--- config.mk ---
export PLATFORM = sky130hd
export DESIGN_NAME = csm_accum
export DESIGN_NICKNAME = d
export VERILOG_FILES = /design/src/design/csm_pkg.sv /design/src/design/csm_accum.sv
export SDC_FILE = /design/constraint.sdc
export NUM_CORES = 2
export LEC_CHECK = 0
export ABC_AREA = 1
export BUFFER_PORTS_ARGS = -buffer_cell sky130_fd_sc_hd__buf_2
export CORE_ASPECT_RATIO = 1.1
export CORE_MARGIN = 5
export CORE_UTILIZATION = 26
export CTS_CLUSTER_DIAMETER = 30
export CTS_CLUSTER_SIZE = 10
export DETAILED_ROUTE_END_ITERATION = 7
export PLACE_DENSITY = 0.39
export SLEW_MARGIN = 25
export SYNTH_ARGS = -nofsm -noshare
export SYNTH_HDL_FRONTEND = slang
export SYNTH_SLANG_ARGS = --single-unit
--- constraint.sdc ---
create_clock -name clk -period 15.5 [get_ports clk]
set_input_delay 3.1 -clock clk [delete_from_list [all_inputs] [get_ports clk]]
set_output_delay 3.1 -clock clk [all_outputs]
set_load 0.005 [all_outputs]
--- src/design/csm_pkg.sv ---
package csm_pkg;

    localparam int MAX_COLS        = 4096;
    localparam int MAX_ROWS        = 4096;
    localparam int VALUE_WIDTH     = 32;
    localparam int FRAC_BITS       = 16;
    localparam int ACC_WIDTH       = 64;
    localparam int COL_WIDTH       = $clog2(MAX_COLS);
    localparam int ROW_WIDTH       = $clog2(MAX_ROWS);
    localparam int CFG_WIDTH       = 13;
    localparam int CFG_INDEX_WIDTH = 2;

    typedef enum logic [1:0]
    {
        FUNC_LOAD  = 2'd0,
        FUNC_TERM  = 2'd1,
        FUNC_EMPTY = 2'd2
    } func_t;

    typedef enum logic [CFG_INDEX_WIDTH-1:0]
    {
        REG_NUM_ROWS = 2'd0,
        REG_NUM_COLS = 2'd1
    } reg_index_t;

    typedef struct packed
    {
        logic [1:0]                    func;
        logic [COL_WIDTH-1:0]          vector_index;
        logic signed [VALUE_WIDTH-1:0] vector_value;
        logic [COL_WIDTH-1:0]          column_index;
        logic signed [VALUE_WIDTH-1:0] matrix_value;
        logic                          row_end;
    } item_t;

    typedef struct packed
    {
        logic [ROW_WIDTH-1:0]          row_index;
        logic signed [VALUE_WIDTH-1:0] row_sum;
        logic                          saturated;
        logic                          index_error;
        logic                          last_row;
    } result_t;

    // Control that rides along with one matrix beat through the datapath.
    typedef struct packed
    {
        logic close;
        logic term;
        logic err;
    } term_ctrl_t;

    // A finished row on its way to rounding.
    typedef struct packed
    {
        logic [ROW_WIDTH-1:0]        row_index;
        logic signed [ACC_WIDTH-1:0] acc;
        logic                        index_error;
        logic                        last_row;
    } closed_row_t;

endpackage

--- src/design/csm_accum.sv ---
module csm_accum
(
    input  logic                                   clk,
    input  logic                                   rst_n,
    input  logic                                   take,
    input  csm_pkg::term_ctrl_t                    ctrl,
    input  logic signed [csm_pkg::VALUE_WIDTH-1:0] matrix_value,
    input  logic signed [csm_pkg::VALUE_WIDTH-1:0] x_value,
    input  logic [csm_pkg::CFG_WIDTH-1:0]          rows_eff,
    output logic                                   ready,
    output logic                                   closed_valid,
    output csm_pkg::closed_row_t                   closed,
    input  logic                                   down_ready
);

    localparam int AW = csm_pkg::ACC_WIDTH;
    localparam int CW = csm_pkg::CFG_WIDTH;
    localparam logic signed [AW-1:0] ACC_MAX = {1'b0, {(AW-1){1'b1}}};
    localparam logic signed [AW-1:0] ACC_MIN = {1'b1, {(AW-1){1'b0}}};

    // First stage: operand and stored vector entry.
    logic                                   p1_valid_reg;
    csm_pkg::term_ctrl_t                    p1_ctrl_reg;
    logic signed [csm_pkg::VALUE_WIDTH-1:0] p1_a_reg;

    // Second stage: product.
    logic                                   p2_valid_reg;
    csm_pkg::term_ctrl_t                    p2_ctrl_reg;
    logic signed [AW-1:0]                   p2_prod_reg;

    // Row state.
    logic signed [AW-1:0]                   acc_reg;
    logic signed [AW-1:0]                   acc_next;
    logic                                   row_err_reg;
    logic [csm_pkg::ROW_WIDTH-1:0]          counter_reg;
    logic [csm_pkg::ROW_WIDTH-1:0]          counter_next;

    logic                                   closed_valid_reg;
    csm_pkg::closed_row_t                   closed_reg;

    logic                 c_ready;
    logic                 p2_ready;
    logic                 p2_fire;
    logic                 p1_fire;
    logic signed [AW-1:0] addend;
    logic signed [AW-1:0] raw_sum;
    logic                 overflow;
    logic                 last;
    logic                 wrap;
    logic                 close_now;

    assign c_ready  = !closed_valid_reg || down_ready;
    assign p2_ready = !p2_valid_reg || !p2_ctrl_reg.close || c_ready;
    assign p2_fire  = p2_valid_reg && p2_ready;
    assign ready    = !p1_valid_reg || p2_ready;
    assign p1_fire  = p1_valid_reg && p2_ready;
    assign close_now = p2_fire && p2_ctrl_reg.close;

    // Saturating accumulate at the 64-bit signed limits.
    always_comb
    begin
        addend   = p2_ctrl_reg.term ? p2_prod_reg : '0;
        raw_sum  = acc_reg + addend;
        overflow = (acc_reg[AW-1] == addend[AW-1]) && (raw_sum[AW-1] != acc_reg[AW-1]);
        if (overflow)
        begin
            acc_next = acc_reg[AW-1] ? ACC_MIN : ACC_MAX;
        end
        else
        begin
            acc_next = raw_sum;
        end
    end

    always_comb
    begin
        last = ({1'b0, counter_reg} == (rows_eff - CW'(1)));
        wrap = last || (({1'b0, counter_reg} + CW'(1)) >= rows_eff);
        counter_next = wrap ? '0 : counter_reg + 1'b1;
    end

    always_ff @(posedge clk or negedge rst_n)
    begin
        if (!rst_n)
        begin
            p1_valid_reg     <= 1'b0;
            p2_valid_reg     <= 1'b0;
            closed_valid_reg <= 1'b0;
            acc_reg          <= '0;
            row_err_reg      <= 1'b0;
            counter_reg      <= '0;
        end
        else
        begin
            if (take)
            begin
                p1_valid_reg <= 1'b1;
            end
            else if (p1_fire)
            begin
                p1_valid_reg <= 1'b0;
            end

            if (p1_fire)
            begin
                p2_valid_reg <= 1'b1;
            end
            else if (p2_fire)
            begin
                p2_valid_reg <= 1'b0;
            end

            if (close_now)
            begin
                closed_valid_reg <= 1'b1;
            end
            else if (down_ready)
            begin
                closed_valid_reg <= 1'b0;
            end

            if (p2_fire)
            begin
                if (p2_ctrl_reg.close)
                begin
                    acc_reg     <= '0;
                    row_err_reg <= 1'b0;
                    counter_reg <= counter_next;
                end
                else
                begin
                    acc_reg     <= acc_next;
                    row_err_reg <= row_err_reg || p2_ctrl_reg.err;
                end
            end
        end
    end

    always_ff @(posedge clk)
    begin
        if (take)
        begin
            p1_ctrl_reg <= ctrl;
            p1_a_reg    <= matrix_value;
        end
        if (p1_fire)
        begin
            p2_ctrl_reg <= p1_ctrl_reg;
            p2_prod_reg <= AW'(p1_a_reg) * AW'(x_value);
        end
        if (close_now)
        begin
            closed_reg.row_index   <= counter_reg;
            closed_reg.acc         <= acc_next;
            closed_reg.index_error <= row_err_reg || p2_ctrl_reg.err;
            closed_reg.last_row    <= last;
        end
    end

    assign closed_valid = closed_valid_reg;
    assign closed       = closed_reg;

endmodule

==> impl_metrics.xml <==
<?xml version="1.0" encoding="UTF-8"?>
<metrics>
  <group name="run_status">
    <metric name="run_status" unit="">finished clean</metric>
  </group>
  <group name="synthesis">
    <metric name="synthesis.area_per_instance" unit="µm²">7.80</metric>
    <metric name="async_flop_share" unit="">0.308</metric>
    <metric name="number_of_standard_cells_after_synthesis" unit="">6958</metric>
    <metric name="ys_seq_elements" unit="">260</metric>
    <metric name="mappedNetlistArea" unit="mm²">0.0542</metric>
    <metric name="synth-edff-count" unit="">180</metric>
    <metric name="synthDistinctLibCells" unit="">50</metric>
    <metric name="synth_cell_count_leaders" unit="">sky130_fd_sc_hd__inv_1, sky130_fd_sc_hd__nand2_1, sky130_fd_sc_hd__fa_1</metric>
    <metric name="synth_nets" unit="">8388</metric>
    <metric name="library_cell_with_the_largest_summed_area_after_synthesis" unit="">sky130_fd_sc_hd__fa_1</metric>
    <metric name="synth_sequential_area_ratio" unit="">0.137</metric>
    <metric name="synth-warning-count" unit="">0</metric>
    <metric name="ys.flop_type" unit="">sky130_fd_sc_hd__edfxtp_1</metric>
    <metric name="area_contributors_post_synth" unit="">sky130_fd_sc_hd__fa_1, sky130_fd_sc_hd__inv_1, sky130_fd_sc_hd__nand2_1</metric>
    <metric name="yosysTopAreaCellShare" unit="">0.400</metric>
    <metric name="library_cell_with_the_highest_instance_count_after_synthesis" unit="">sky130_fd_sc_hd__inv_1</metric>
  </group>
  <group name="clock_network">
    <metric name="cts.reportedPaths.clkPinSlew" unit="ps">40</metric>
    <metric name="clk-insertion-delay-late" unit="ps">700</metric>
    <metric name="number_of_buffers_created_by_cts" unit="">85</metric>
    <metric name="clock-root-buffer" unit="">sky130_fd_sc_hd__clkbuf_16</metric>
    <metric name="h_tree_levels" unit="">3</metric>
    <metric name="tritoncts_num_sinks" unit="">260</metric>
    <metric name="ctsResizeCount" unit="">0</metric>
    <metric name="clock_path_buffers" unit="">3</metric>
    <metric name="post-cts-setup-buffers" unit="">0</metric>
    <metric name="ctsHoldBuffers" unit="">0</metric>
    <metric name="cts_tree" unit="">built</metric>
  </group>
  <group name="layout">
    <metric name="drive_gt1_frac" unit="">0.0602</metric>
    <metric name="multi_input_area" unit="mm²">0.0382</metric>
    <metric name="nNetsFinal" unit="">8461</metric>
    <metric name="largest_register_ff_count" unit="">78</metric>
    <metric name="finalCoreUtilization" unit="">0.295</metric>
    <metric name="number_of_filler_cells_placed_in_the_layout" unit="">22800</metric>
    <metric name="seqCellArea" unit="mm²">0.00741</metric>
    <metric name="flow.area_growth_from_synthesis" unit="%">12.7</metric>
  </group>
  <group name="placed_design">
    <metric name="gpl.final_weighted_congestion" unit="">0.928</metric>
    <metric name="portBuffers" unit="">163</metric>
    <metric name="post-dp-hpwl" unit="µm">155000</metric>
  </group>
  <group name="critical_path">
    <metric name="start_kind" unit="">primary input</metric>
    <metric name="critical_path_class" unit="">in -&gt; reg</metric>
    <metric name="worst-path-max-fanout" unit="">32</metric>
    <metric name="critical_path_top_delay_cell" unit="">sky130_fd_sc_hd__fa_1</metric>
    <metric name="worst_path_most_repeated_cell" unit="">sky130_fd_sc_hd__inv_1</metric>
    <metric name="timing.critical_path.to_type" unit="">register</metric>
    <metric name="worst_ep_required_time" unit="ps">15900</metric>
    <metric name="worst-path-buf-inv" unit="">10</metric>
    <metric name="critPathTopFamily" unit="">adder cells</metric>
    <metric name="timing.critical_path.arrival" unit="ps">11110</metric>
    <metric name="slowest_delay" unit="ps">850</metric>
  </group>
  <group name="sta">
    <metric name="period_minus_slack" unit="ps">10720</metric>
    <metric name="layout_worst_path_cycle_share" unit="">0.691</metric>
    <metric name="timing.final.max_slew_violations" unit="">0</metric>
    <metric name="timing.fmax" unit="MHz">93.3</metric>
    <metric name="worst_slew_pin_slew" unit="ps">1080</metric>
    <metric name="hold_viol_final" unit="">0</metric>
    <metric name="max-slew-margin-rel" unit="">0.278</metric>
    <metric name="grt_setup_unrepaired" unit="">no</metric>
    <metric name="final_setup_violations" unit="">0</metric>
    <metric name="final.setup.tns" unit="ps">0</metric>
    <metric name="fin_skew" unit="ps">58.3</metric>
  </group>
  <group name="global_route">
    <metric name="first_pass_grt_wire_length" unit="µm">295000</metric>
    <metric name="grt_antenna_before_repair" unit="">13</metric>
    <metric name="grt_overflow_total" unit="">0</metric>
    <metric name="grt_usage" unit="">0.178</metric>
    <metric name="maximum_number_of_pins_on_one_net_before_global_route_repair" unit="">75</metric>
    <metric name="vias_in_the_first_global_route" unit="">47200</metric>
  </group>
  <group name="route">
    <metric name="drtPass1Iterations" unit="">5</metric>
    <metric name="post_drt_via_cell_ratio" unit="">4.33</metric>
    <metric name="routed-via-count" unit="">42700</metric>
    <metric name="finalWirelength" unit="µm">191000</metric>
    <metric name="wl_per_cell" unit="µm">19.4</metric>
    <metric name="residual_drc" unit="">0</metric>
    <metric name="antenna_left" unit="">0</metric>
    <metric name="detail_route.iter0.violations" unit="">2151</metric>
  </group>
  <group name="hold_path">
    <metric name="timing.hold.worst.class" unit="">reg -&gt; reg</metric>
  </group>
  <group name="floorplanning">
    <metric name="core_area" unit="mm²">0.207</metric>
    <metric name="die-height" unit="µm">489</metric>
    <metric name="dieArea" unit="mm²">0.218</metric>
    <metric name="die_width" unit="µm">446</metric>
    <metric name="floorplan.initialDensity" unit="">0.262</metric>
    <metric name="ioPinCount" unit="">164</metric>
    <metric name="row_count" unit="">175</metric>
  </group>
  <group name="run">
    <metric name="drv.max_cap_violation_count" unit="">0</metric>
  </group>
</metrics>
==> cells by family (layout without fill, tap and decap cells) <==
family,after synthesis,after routing,share of synthesized area
AOI/OAI and AO/OA,355,355,0.0361
other,0,4,0
xor gates and xnor gates,100,100,0.0161
and+or+nand+nor,2612,2612,0.192
buffers and inverters,2285,2431,0.159
DFF,260,260,0.137
adders and majority gates,1346,1346,0.460
==> per-layer routing <==
| metal | wire (µm) | up-vias | GRT usage |
|---|---|---|---|
| met5 | 27 | - | 0 |
| met4 | 4990 | 4 | 0.0443 |
| met3 | 7380 | 254 | 0.0211 |
| met2 | 93100 | 898 | 0.311 |
| met1 | 86000 | 21500 | 0.236 |
| li1 | - | 20100 | - |
==> final timing paths <==
kind | start | slack (ps) | endpoint | cells past startpoint
max | x_value[5] | 4780 | p2_prod_reg[53]$_DFFE_PP_ | 27
min | p1_ctrl_reg[1]$_DFFE_PP_ | 420 | p2_ctrl_reg[1]$_DFFE_PP_ | 0
max reg2reg | p1_a_reg[31]$_DFFE_PP_ | 7140 | p2_prod_reg[53]$_DFFE_PP_ | 27
min reg2reg | p1_ctrl_reg[1]$_DFFE_PP_ | 420 | p2_ctrl_reg[1]$_DFFE_PP_ | 0
max in group asynchronous | rst_n | 11990 | acc_reg[45]$_DFFE_PN0P_ | 2
min in group asynchronous | rst_n | 2400 | counter_reg[3]$_DFFE_PN0P_ | 1
==> cell usage in the layout, fill, tap and decap left out, types with 6 or more instances in the layout <==
| cell type | n |
|---|---|
| sky130_fd_sc_hd__clkinvlp_4 | 10 |
| sky130_fd_sc_hd__bufinv_16 | 15 |
| sky130_fd_sc_hd__nand2_2 | 6 |
| sky130_fd_sc_hd__nand3b_1 | 8 |
| sky130_fd_sc_hd__o21ai_0 | 105 |
| sky130_fd_sc_hd__o21ai_1 | 16 |
| sky130_fd_sc_hd__nor2_1 | 284 |
| sky130_fd_sc_hd__clkbuf_16 | 85 |
| sky130_fd_sc_hd__buf_2 | 162 |
| sky130_fd_sc_hd__nor4_1 | 10 |
| sky130_fd_sc_hd__nor2_2 | 6 |
| sky130_fd_sc_hd__dfrtp_1 | 80 |
| sky130_fd_sc_hd__nand2_1 | 2014 |
| sky130_fd_sc_hd__inv_2 | 10 |
| sky130_fd_sc_hd__clkinv_4 | 10 |
| sky130_fd_sc_hd__and3_1 | 6 |
| sky130_fd_sc_hd__ha_1 | 262 |
| sky130_fd_sc_hd__a21o_1 | 13 |
| sky130_fd_sc_hd__a21oi_1 | 169 |
| sky130_fd_sc_hd__nand3_2 | 12 |
| sky130_fd_sc_hd__clkinv_16 | 6 |
| sky130_fd_sc_hd__buf_4 | 57 |
| sky130_fd_sc_hd__fa_1 | 1084 |
| sky130_fd_sc_hd__nand4_1 | 35 |
| sky130_fd_sc_hd__xnor2_1 | 32 |
| sky130_fd_sc_hd__or2_2 | 8 |
| sky130_fd_sc_hd__clkinv_2 | 17 |
| sky130_fd_sc_hd__o21bai_1 | 21 |
| sky130_fd_sc_hd__xor2_1 | 68 |
| sky130_fd_sc_hd__nand3_1 | 187 |
| sky130_fd_sc_hd__edfxtp_1 | 180 |
| sky130_fd_sc_hd__inv_1 | 2042 |
| sky130_fd_sc_hd__nor3_1 | 25 |
==> layout make-up <==
type                    instances  share of cell area
diodes                          4            0.000164
well taps                    2743              0.0561
flip-flops and latches        260               0.121
multi-input cells            4413               0.625
inverters                    2052               0.126
repair buffers                219              0.0203
clock buffers                  92              0.0355
clock inverters                68              0.0156
==> worst reg2reg max path: stages (launching register included) <==
cell                       delay (ps)
sky130_fd_sc_hd__edfxtp_1         320
sky130_fd_sc_hd__buf_4            400
sky130_fd_sc_hd__nand2_1          260
sky130_fd_sc_hd__inv_1            140
sky130_fd_sc_hd__fa_1             390
sky130_fd_sc_hd__inv_1            280
sky130_fd_sc_hd__fa_1             480
sky130_fd_sc_hd__inv_1            230
sky130_fd_sc_hd__fa_1             500
sky130_fd_sc_hd__fa_1             850
sky130_fd_sc_hd__inv_1            400
sky130_fd_sc_hd__fa_1             580
sky130_fd_sc_hd__inv_1             50
sky130_fd_sc_hd__fa_1             530
sky130_fd_sc_hd__inv_1             50
sky130_fd_sc_hd__fa_1             450
sky130_fd_sc_hd__fa_1             510
sky130_fd_sc_hd__inv_1             40
sky130_fd_sc_hd__ha_1             410
sky130_fd_sc_hd__nand2_1          140
sky130_fd_sc_hd__nor2_1           180
sky130_fd_sc_hd__inv_1            100
sky130_fd_sc_hd__nor2_1           180
sky130_fd_sc_hd__inv_1             90
sky130_fd_sc_hd__nor4_1           240
sky130_fd_sc_hd__nand2_1          130
sky130_fd_sc_hd__nand4_1          110
sky130_fd_sc_hd__nand2_1           70
==> per-stage QoR <==
step	area, µm²	std cells	setup slack, ps	hold WS, ps
floorplan	54200	6958	5630	400
global placement	58000	9687	4080	404
detailed placement	58000	9687	3990	408
CTS	61100	9847	4690	418
global route	61100	9847	4250	427
finish	61200	9851	4780	417
Power is not shown: default switching activity piles up to over one toggle a cycle in this logic, so the estimate is an artifact.
