--- src/design/csm_pkg.sv ---
package csm_pkg;

    localparam int MAX_COLS        = 4096;
    localparam int MAX_ROWS        = 4096;
    localparam int VALUE_WIDTH     = 32;
    localparam int FRAC_BITS       = 16;
    localparam int ACC_WIDTH       = 64;
    localparam int COL_WIDTH       = $clog2(MAX_COLS);
    localparam int ROW_WIDTH       = $clog2(MAX_ROWS);
    localparam int CFG_WIDTH       = 13;
    localparam int CFG_INDEX_WIDTH = 2;

    typedef enum logic [1:0]
    {
        FUNC_LOAD  = 2'd0,
        FUNC_TERM  = 2'd1,
        FUNC_EMPTY = 2'd2
    } func_t;

    typedef enum logic [CFG_INDEX_WIDTH-1:0]
    {
        REG_NUM_ROWS = 2'd0,
        REG_NUM_COLS = 2'd1
    } reg_index_t;

    typedef struct packed
    {
        logic [1:0]                    func;
        logic [COL_WIDTH-1:0]          vector_index;
        logic signed [VALUE_WIDTH-1:0] vector_value;
        logic [COL_WIDTH-1:0]          column_index;
        logic signed [VALUE_WIDTH-1:0] matrix_value;
        logic                          row_end;
    } item_t;

    typedef struct packed
    {
        logic [ROW_WIDTH-1:0]          row_index;
        logic signed [VALUE_WIDTH-1:0] row_sum;
        logic                          saturated;
        logic                          index_error;
        logic                          last_row;
    } result_t;

    // Control that rides along with one matrix beat through the datapath.
    typedef struct packed
    {
        logic close;
        logic term;
        logic err;
    } term_ctrl_t;

    // A finished row on its way to rounding.
    typedef struct packed
    {
        logic [ROW_WIDTH-1:0]        row_index;
        logic signed [ACC_WIDTH-1:0] acc;
        logic                        index_error;
        logic                        last_row;
    } closed_row_t;

endpackage

--- src/design/csm_round_sat.sv ---
module csm_round_sat
(
    input  logic                 clk,
    input  logic                 rst_n,
    input  logic                 closed_valid,
    input  csm_pkg::closed_row_t closed,
    output logic                 ready,
    output logic                 result_valid,
    output csm_pkg::result_t     result,
    input  logic                 result_stall
);

    localparam int VW = csm_pkg::VALUE_WIDTH;
    localparam int FB = csm_pkg::FRAC_BITS;
    localparam int AW = csm_pkg::ACC_WIDTH;
    localparam int QW = AW - FB + 1;

    logic                    result_valid_reg;
    csm_pkg::result_t        result_reg;
    logic [AW-FB-1:0]        whole;
    logic signed [QW-1:0]    q;
    logic                    fits;
    logic signed [VW-1:0]    sum;

    // Round half up: floor of the Q16.16 value plus the top dropped bit.
    always_comb
    begin
        whole = closed.acc[AW-1:FB];
        q     = $signed({whole[AW-FB-1], whole}) + $signed({{(QW-1){1'b0}}, closed.acc[FB-1]});
        fits  = (&q[QW-1:VW-1]) || !(|q[QW-1:VW-1]);
        if (fits)
        begin
            sum = q[VW-1:0];
        end
        else
        begin
            sum = q[QW-1] ? {1'b1, {(VW-1){1'b0}}} : {1'b0, {(VW-1){1'b1}}};
        end
    end

    assign ready = !result_valid_reg || !result_stall;

    always_ff @(posedge clk or negedge rst_n)
    begin
        if (!rst_n)
        begin
            result_valid_reg <= 1'b0;
        end
        else if (ready)
        begin
            result_valid_reg <= closed_valid;
        end
    end

    always_ff @(posedge clk)
    begin
        if (ready && closed_valid)
        begin
            result_reg.row_index   <= closed.row_index;
            result_reg.row_sum     <= sum;
            result_reg.saturated   <= !fits;
            result_reg.index_error <= closed.index_error;
            result_reg.last_row    <= closed.last_row;
        end
    end

    assign result_valid = result_valid_reg;
    assign result       = result_reg;

endmodule

--- config.mk ---
export PLATFORM = sky130hd
export DESIGN_NAME = csm_round_sat
export DESIGN_NICKNAME = d
export VERILOG_FILES = /design/src/design/csm_pkg.sv /design/src/design/csm_round_sat.sv
export SDC_FILE = /design/constraint.sdc
export NUM_CORES = 1
export LEC_CHECK = 0
export BUFFER_PORTS_ARGS = -buffer_cell sky130_fd_sc_hd__clkbuf_2
export CORE_UTILIZATION = 43
export DETAILED_ROUTE_END_ITERATION = 6
export GPL_TIMING_DRIVEN = 0
export HOLD_SLACK_MARGIN = 0.1
export PLACE_DENSITY_LB_ADDON = 0.05
export SYNTH_ARGS = -nofsm -noshare
export SYNTH_HDL_FRONTEND = slang
export SYNTH_SLANG_ARGS = --single-unit
--- constraint.sdc ---
create_clock -name clk -period 1.83 [get_ports clk]
set_input_delay 0.0915 -clock clk [delete_from_list [all_inputs] [get_ports clk]]
set_output_delay 0.0915 -clock clk [all_outputs]
set_load 0.03 [all_outputs]
==> summary.txt, run 1 <==
status -> finished with violations
failing checks -> DRC, setup timing
Synth top area share -> 47.9%
number of global-route vias before repair -> 2411
WL/cell -> 14.0 microns
post-synthesis mux area share -> 11.5%
DR iter-0 viols -> 96
Pleak -> 1.76 nW
fin nets -> 509
syn avg cell area -> 11.7 sq um
GRT Max-Usage Layer -> met2
post-synthesis cell type count -> 48
clk buf depth -> 2
drt drc -> 13
Seq/Total Area, Yosys -> 48.7%
fin worst setup slack -> -0.627 ns
Post-Synth Simple-Gate Area -> 21.3%
top post-synthesis cells by area -> edfxtp_1 (48%), mux2i_1 (8.8%), xnor2_1 (5.6%)
Die X -> 84.8 microns
final hold vios -> 0
TritonCTS clock tree -> yes
Adder-Cell Fraction of Synth Area -> 0.849%
Worst Hold Class -> in2reg
worst skew pair latency -> 0.30 ns
std cell rows -> 29
Synth Area in Compound Gates -> 4.46%
number of flip-flops in the largest register -> 47
final non-filler cell area -> 0.00447 sq mm
Final Setup Violations -> 32
main combinational cell family by area after synthesis -> simple AND/OR/NAND/NOR gates
Finished Layout Cells -> 503
Final Util -> 68.8%
largest net degree at the start of global routing -> 48
Post-Place Setup Slack -> -1.42 ns
Setup Crit Path Kind -> in2reg
DR vias -> 2575
vias per std cell -> 5.12
crit path time final -> 2.46 ns
Power Dens Cells -> 552 mW/mm^2
starting density of the core -> 45.4%
DRT antenna net count -> 0
Post-Route WL -> 7.05 mm
CP Max Fanout -> 6
period utilization -> 134%
Clock Sinks -> 48
Hold Path Sink -> result[12]$_DFFE_PP_
Gate Count Post-Synth -> 253
hold_sp -> closed[27]
final estimated routing congestion in global placement -> 0.831
I/O pin count -> 131
GRT met2 Usage -> 32.8%
r2r setup slk -> 0.40 ns
reg2reg end -> result[37]$_DFFE_PP_
first-pass GRT wire length -> 10.9 mm
Buffers on Ports -> 115
Die Y -> 84.8 microns
RSZ-0062 raised after global routing -> yes
antenna violations before repair -> 0
Max Cap Violations -> 0
die area -> 0.00719 sq mm
DRT Pass-1 Iters -> 7
placed instance area -> 0.00368 sq mm
Filler cells -> 513
GRT Total Usage -> 19.2%
synth warn -> 0
Core Region -> 0.00649 sq mm
syn_nets -> 337
CTS buffer count -> 5
met1 usage -> 24.1%
Cell Area, Synth -> 0.00295 sq mm
Fmax achieved -> 0.407 GHz
maximum vdd drop -> 0.317 mV
Pwr Total -> 2.47 mW
root buf cell -> clkbuf_8
Slew Limit Fails -> 0
placed cell count -> 445
Crit. End Element -> flop
Synth Area in XOR/XNOR -> 10.4%
Synth Register Bits -> 48
Reg-to-Reg Start -> result_valid$_DFFE_PN0N_
clock-pin slew on the worst setup and hold paths -> 0.09 ns
Hold Worst Slack -> 0.175 ns
Worst R2R Path Depth -> 2
Synth async-reset ratio -> 2.08%
ANT cells -> 0
Yosys top cell by area -> edfxtp_1
Critical Path RT -> 1.89 ns
worst slew pin tran -> 0.615 ns
Setup Skew -> 0.00751 ns
area grow syn2layout -> 51.7%
total negative setup slack -> -18.36 ns
CP Launch Type -> primary input
fraction of layout cells with a size suffix above 1 -> 46.9%
H-tree Lvls -> 2
GR Layer Usage met3 -> 4.82%
post-DP HPWL -> 4.80 mm
CP arrival -> 2.51 ns
number of enable flip-flop cells after synthesis -> 47
Max-Slew Margin vs Limit -> 59.0%
WHS Path Cells -> 3
Synth Flop Type -> edfxtp_1
total gr overflow -> 0
-- worst max-delay path by stage --
stage	slack (ns)	start	cells after the start	end
final	-0.63	closed[49]	11	result[7]$_DFFE_PP_
after global placement	-1.42	closed[17]	13	result[7]$_DFFE_PP_
after floorplan	-0.80	closed[17]	11	result[10]$_DFFE_PP_
after CTS	-0.63	closed[18]	13	result[20]$_DFFE_PP_
after detailed placement	-1.42	closed[17]	13	result[20]$_DFFE_PP_
after global routing	-0.73	closed[37]	12	result[7]$_DFFE_PP_
-- cell usage in the layout (no fill, tap or decap), drive strengths merged, types with 13 or more instances in the layout --
| master | count |
|---|---|
| nand2 | 18 |
| nand4 | 13 |
| edfxtp | 47 |
| nand3 | 21 |
| dlygate4sd3 | 18 |
| nor2 | 16 |
| xor2 | 16 |
| buf | 44 |
| mux2i | 26 |
| clkbuf | 114 |
| xnor2 | 19 |
-- critical path, stage by stage --
cell and delay [ns]:
buf_2 0.18, and4_1 0.34, nand4_1 0.21, buf_4 0.21, nor3_4 0.21, a31oi_2 0.15
nor4b_4 0.23, nand4b_1 0.19, o21ai_4 0.26, buf_12 0.15, mux2_4 0.29
-- synth_stat cells, types with 2 or more instances --
master    count
nor3_1        8
mux2i_1      26
nand3_2       3
mux2_4        3
inv_1         5
nor2_1       16
o21ai_0       5
and3_1        9
and2_1        3
nand4b_1      2
xnor2_1      19
nand2_1      17
clkbuf_1      2
a31oi_1       3
nand3_1      18
mux2_2        3
o31ai_1       2
or3_1         3
and4_1        3
xor2_1       16
buf_6         2
edfxtp_1     47
nand4_1      12
ha_1          2
-- what timing repair did --
| item | CTS | global route |
|---|---|---|
| endpoints found under the setup margin | 33 | 32 |
| resized for setup | 21 | 36 |
| setup buffers | 22 | 10 |
| hold endpoints to repair | 16 | 0 |
| pin swaps | 14 | 21 |
| hold buffers | 18 | 0 |
-- cell families (layout without fill, tap and decap cells) --
logic type      Yosys count  after routing
simple gates            106            106
flops                    48             48
xor+xnor                 35             35
mux                      32             32
compound gates           18             18
buf+inv                  12            185
fa+ha+maj                 2              2
-- power by group --
group          switching, mW  internal (mW)
Clock                  0.363          0.264
Combinational          0.327          0.222
Sequential            0.0139           1.28
-- routing by layer --
metal,vias to the layer above,wire length [microns]
li1,1301,-
met1,1174,3180
met2,92,3400
met3,8,394
met4,0,73
met5,-,0
-- final cells by class --
type	count	area, sq um	share of cell area (%)
Buffer	6	75.1	1.68
Inverter	6	25.0	0.560
Clock inverter	3	18.8	0.420
Sequential cell	48	1440	32.1
Timing Repair Buffer	165	1090	24.5
Clock buffer	5	68.8	1.54
Multi-Input combinational cell	193	1660	37.1
Tap cell	77	96.3	2.16
No activity file was read; power rests on OpenSTA's default activity.
==> run 2: changes to the inputs <==
--- a/config.mk
+++ b/config.mk
@@ -6,7 +6,8 @@
 export NUM_CORES = 1
 export LEC_CHECK = 0
 export BUFFER_PORTS_ARGS = -buffer_cell sky130_fd_sc_hd__clkbuf_2
-export CORE_UTILIZATION = 43
+export CORE_UTILIZATION = 51
+export CTS_CLUSTER_DIAMETER = 80
 export DETAILED_ROUTE_END_ITERATION = 6
 export GPL_TIMING_DRIVEN = 0
 export HOLD_SLACK_MARGIN = 0.1
==> constraint.sdc (replaced) <==
create_clock -name clk -period 2.95 [get_ports clk]
set_input_delay 0.1475 -clock clk [delete_from_list [all_inputs] [get_ports clk]]
set_output_delay 0.1475 -clock clk [all_outputs]
set_load 0.01 [all_outputs]
==> summary.txt, run 2 (synthesis results as in run 1) <==
status -> completed
die area -> 0.00609 sq mm
DR iter-0 viols -> 100
number of flip-flops in the largest register -> 47
Worst Hold Class -> in2reg
first-pass GRT wire length -> 10.4 mm
total gr overflow -> 0
Die X -> 78.0 microns
fraction of layout cells with a size suffix above 1 -> 40.4%
number of global-route vias before repair -> 2276
Buffers on Ports -> 115
post-DP HPWL -> 5.01 mm
Pwr Total -> 1.62 mW
Crit. End Element -> flop
worst slew pin tran -> 0.618 ns
Critical Path RT -> 3.08 ns
final estimated routing congestion in global placement -> 0.853
DRT Pass-1 Iters -> 4
crit path time final -> 2.76 ns
commonest non-fill, non-tap cells in the layout -> clkbuf_2 (115), edfxtp_1 (47), mux2i_1 (25), xnor2_1 (19), nand3_1 (18)
antenna violations before repair -> 0
CP cell instances -> clkbuf_2 > ha_2 > ha_4 > nand2_1 > nor3_4 > buf_4 > and4_4 > nand3_2 > o31ai_4 > nor4b_4 > nand4b_1 > o21ai_4 > buf_4 > buf_6 > mux2i_1
crit-path max cell delay -> 0.27 ns
drt drc -> 0
CP Max Fanout -> 10
GRT Total Usage -> 21.9%
Die Y -> 78.0 microns
H-tree Lvls -> 2
largest net degree at the start of global routing -> 26
Final Setup Violations -> 0
clock-pin slew on the worst setup and hold paths -> 0.08 ns
Power Dens Cells -> 402 mW/mm^2
Max Cap Violations -> 0
TritonCTS clock tree -> yes
Critical Path Most Common Cell -> buf_4
CTS buffer count -> 5
maximum vdd drop -> 0.322 mV
CP Launch Type -> primary input
WL/cell -> 14.4 microns
root buf cell -> clkbuf_8
period utilization -> 93.7%
std cell rows -> 27
worst skew pair latency -> 0.30 ns
placed cell count -> 441
ANT cells -> 0
area grow syn2layout -> 36.9%
I/O pin count -> 131
Setup Crit Path Kind -> in2reg
Slew Limit Fails -> 0
CP arrival -> 2.90 ns
Clock Sinks -> 48
vias per std cell -> 5.34
fin nets -> 482
clk buf depth -> 2
Filler cells -> 404
Setup Skew -> 0.0109 ns
final hold vios -> 0
DR vias -> 2513
Max-Slew Margin vs Limit -> 58.8%
Finished Layout Cells -> 471
starting density of the core -> 53.2%
DRT antenna net count -> 0
Pleak -> 1.56 nW
Fmax achieved -> 0.362 GHz
RSZ-0062 raised after global routing -> no
Core Region -> 0.00554 sq mm
Critical Path Slowest Stage Cell -> and4_4
Post-Route WL -> 6.78 mm
commonest non-fill, non-tap cell in the layout -> clkbuf_2
run 2: metrics by stage:
stage	hold slack [ns]	area (sq um)	utilization, %	setup WS [ns]	setup TNS [ns]
2_1_floorplan	-0.148	2950	-	0.0957	0
3_3_place_gp	-0.0779	3610	65.2	-0.561	-12.96
3_5_place_dp	-0.0715	3640	65.7	-0.621	-14.75
4_1_cts	0.110	3970	71.7	0.0773	0
5_1_grt	0.136	4040	72.8	0.0192	0
6_report	0.112	4040	72.8	0.186	0
run 2: worst max-delay path, delay by kind of cell:
kind,cells,cell delay (ns)
AND/OR/NAND/NOR,6,1.12
buffers and inverters,4,0.55
AO/OA/AOI/OAI,2,0.48
adder cells (fa/ha/maj),2,0.35
multiplexers,1,0.22
run 2: report_power, final:
| part | internal (mW) | total [mW] | switching (mW) |
|---|---|---|---|
| Sequential | 0.792 | 0.802 | 0.00963 |
| Clock | 0.339 | 0.564 | 0.225 |
| Combinational | 0.116 | 0.256 | 0.140 |
run 2: metal layers:
metal  routed length, microns  GRT usage (%)
met5                        0              0
met2                     3270           37.5
met1                     3000           28.0
met3                      430           4.30
met4                       84           6.85
run 2: final cells by class:
type | count | area (sq um) | area share, %
multi-input combinational | 193 | 1490 | 36.9
sequential | 48 | 1440 | 35.6
timing repair buffer | 138 | 808 | 20.0
tap | 72 | 90.1 | 2.23
clock buffer | 6 | 72.6 | 1.80
clock inverter | 2 | 60.1 | 1.49
buffer | 6 | 57.6 | 1.43
inverter | 6 | 22.5 | 0.558
run 2: timing repair:
action / in CTS / in global routing
endpoints found under the hold margin: 16 / 0
pin swaps: 2 / 3
gates resized for setup: 1 / 9
setup endpoints to repair: 32 / 27
setup buffers: 4 / 2
cloned: 0 / 0
hold buffers: 16 / 0
run 2: path summary, 6_finish.rpt:
| check | start | to | slack [ns] | depth (start not counted) |
|---|---|---|---|---|
| max in group asynchronous | rst_n | result_valid$_DFFE_PN0N_ | 2.71 | 2 |
| worst min-delay path | result_stall | result_valid$_DFFE_PN0N_ | 0.11 | 3 |
| worst max register to register | result_valid$_DFFE_PN0N_ | result[14]$_DFFE_PP_ | 1.34 | 3 |
| min in group asynchronous | rst_n | result_valid$_DFFE_PN0N_ | 0.16 | 2 |
| worst min register to register | result_valid$_DFFE_PN0N_ | result_valid$_DFFE_PN0N_ | 0.57 | 2 |
| worst max-delay path | closed[17] | result[14]$_DFFE_PP_ | 0.19 | 15 |
==> run 3: changes to the inputs <==
--- a/config.mk
+++ b/config.mk
@@ -6,6 +6,7 @@
 export NUM_CORES = 1
 export LEC_CHECK = 0
 export BUFFER_PORTS_ARGS = -buffer_cell sky130_fd_sc_hd__clkbuf_2
+export CORE_ASPECT_RATIO = 1.1
 export CORE_UTILIZATION = 51
 export CTS_CLUSTER_DIAMETER = 80
 export DETAILED_ROUTE_END_ITERATION = 6
==> summary.txt, run 3 (synthesis results as in run 1) <==
worst skew pair latency -> 0.29 ns
DR iter-0 viols -> 129
CP startpoint -> closed[17]
GRT met2 Usage -> 39.5%
root buf cell -> clkbuf_8
ANT cells -> 0
Post-Route WL -> 6.62 mm
Fmax achieved -> 0.362 GHz
largest net degree at the start of global routing -> 32
status -> completed
Post-Place Setup Slack -> -0.574 ns
total negative setup slack -> 0 ns
reg2reg end -> result[32]$_DFFE_PP_
GRT Max-Usage Layer -> met2
CP Launch Type -> primary input
CP arrival -> 2.81 ns
crit-path max cell delay -> 0.31 ns
Final Util -> 72.9%
CP Max Fanout -> 10
Buf/Inv on CP -> 2
Critical Path Slowest Stage Cell -> and4_4
Core Region -> 0.00547 sq mm
Worst Hold Class -> in2reg
WL/cell -> 13.9 microns
clk buf depth -> 2
Max Cap Violations -> 0
H-tree Lvls -> 2
Setup Skew -> 0.00466 ns
commonest non-fill, non-tap cell in the layout -> clkbuf_2
DR vias -> 2475
clock-pin slew on the worst setup and hold paths -> 0.08 ns
Max-Slew Margin vs Limit -> 70.5%
number of global-route vias before repair -> 2287
I/O pin count -> 131
starting density of the core -> 53.9%
Crit. End Element -> flop
final non-filler cell area -> 0.00398 sq mm
commonest non-fill, non-tap cells in the layout -> clkbuf_2 (115), edfxtp_1 (47), mux2i_1 (26), xnor2_1 (19), nand3_1 (18)
Critical Path RT -> 3.00 ns
antenna violations before repair -> 0
fin nets -> 484
Critical Path Most Common Cell -> ha_1
drt drc -> 0
maximum vdd drop -> 0.284 mV
period utilization -> 93.6%
std cell rows -> 28
area grow syn2layout -> 35.1%
WP depth -> 13
CTS buffer count -> 5
fraction of layout cells with a size suffix above 1 -> 39.4%
Pleak -> 1.55 nW
vias per std cell -> 5.20
post-DP HPWL -> 4.79 mm
GRT Total Usage -> 22.1%
DRT Pass-1 Iters -> 4
r2r setup slk -> 1.48 ns
number of flip-flops in the largest register -> 47
Slew Limit Fails -> 0
worst slew pin tran -> 0.443 ns
CP cell instances -> clkbuf_2 > ha_1 > ha_1 > nand2_1 > nor3_4 > and4_4 > nand3_2 > o31ai_1 > nor4b_2 > nand4b_1 > o21ai_4 > buf_12 > mux2_4
total gr overflow -> 0
placed instance area -> 0.00364 sq mm
Power Dens Cells -> 380 mW/mm^2
Hold Worst Slack -> 0.100 ns
met1 usage -> 27.0%
Die Y -> 81.7 microns
fin worst setup slack -> 0.188 ns
Buffers on Ports -> 115
Setup Crit Path Kind -> in2reg
RSZ-0062 raised after global routing -> no
first-pass GRT wire length -> 10.3 mm
Reg-to-Reg Start -> result_valid$_DFFE_PN0N_
CP endpoint -> result[7]$_DFFE_PP_
Die X -> 74.5 microns
Clock Sinks -> 48
GR Layer Usage met3 -> 4.42%
TritonCTS clock tree -> yes
final hold vios -> 0
crit path time final -> 2.76 ns
die area -> 0.00609 sq mm
CP delay by family, top -> simple AND/OR/NAND/NOR gates
final estimated routing congestion in global placement -> 0.838
Worst R2R Path Depth -> 3
DRT antenna net count -> 0
Final Setup Violations -> 0
run 3: worst min-delay path by stage:
stage | cells past startpoint | slack (ns) | end | startpoint
global route | 3 | 0.14 | result_valid$_DFFE_PN0N_ | result_stall
detailed placement | 1 | -0.08 | result_valid$_DFFE_PN0N_ | rst_n
floorplan | 0 | -0.15 | result_valid$_DFFE_PN0N_ | rst_n
CTS | 3 | 0.10 | result_valid$_DFFE_PN0N_ | result_stall
finish | 3 | 0.10 | result_valid$_DFFE_PN0N_ | result_stall
global placement | 1 | -0.08 | result_valid$_DFFE_PN0N_ | rst_n
run 3: routing by layer:
layer	wire length (microns)	vias to the layer above
li1	-	1253
met1	2740	1130
met2	3460	90
met3	392	2
met4	27	0
met5	0	-
run 3: cell type report:
class,count,area (sq um)
Fill cell,412,1480
Clock inverter,2,35.0
Tap cell,75,93.8
Buffer,6,57.6
Clock buffer,6,72.6
Sequential cell,48,1440
Multi-Input combinational cell,193,1450
Inverter,6,22.5
Timing Repair Buffer,140,816
run 3: worst register-to-register path: stages, from the launching register on:
cell and delay, ns:
dfrtp_1 0.38, nand2_1 0.09, and2_2 0.44, buf_12 0.26
run 3: where the power goes:
| group | total [mW] | internal, mW | switching, mW | leakage [nW] |
|---|---|---|---|---|
| registers | 0.802 | 0.792 | 0.00946 | 0.456 |
| logic | 0.251 | 0.115 | 0.135 | 1.04 |
| clock network | 0.463 | 0.252 | 0.211 | 0.0552 |
run 3: through the flow:
| step | total power, mW | instances |
|---|---|---|
| 2_1_floorplan | 0.922 | 253 |
| 3_3_place_gp | 1.04 | 443 |
| 3_5_place_dp | 1.04 | 444 |
| 4_1_cts | 1.52 | 470 |
| 5_1_grt | 1.58 | 476 |
| 6_report | 1.52 | 476 |
run 3: what timing repair did:
action	in CTS	in global routing
resized for setup	2	1
hold endpoints to repair	16	0
pin swaps	2	2
setup buffers	2	6
endpoints found under the setup margin	32	3
hold buffers	16	0
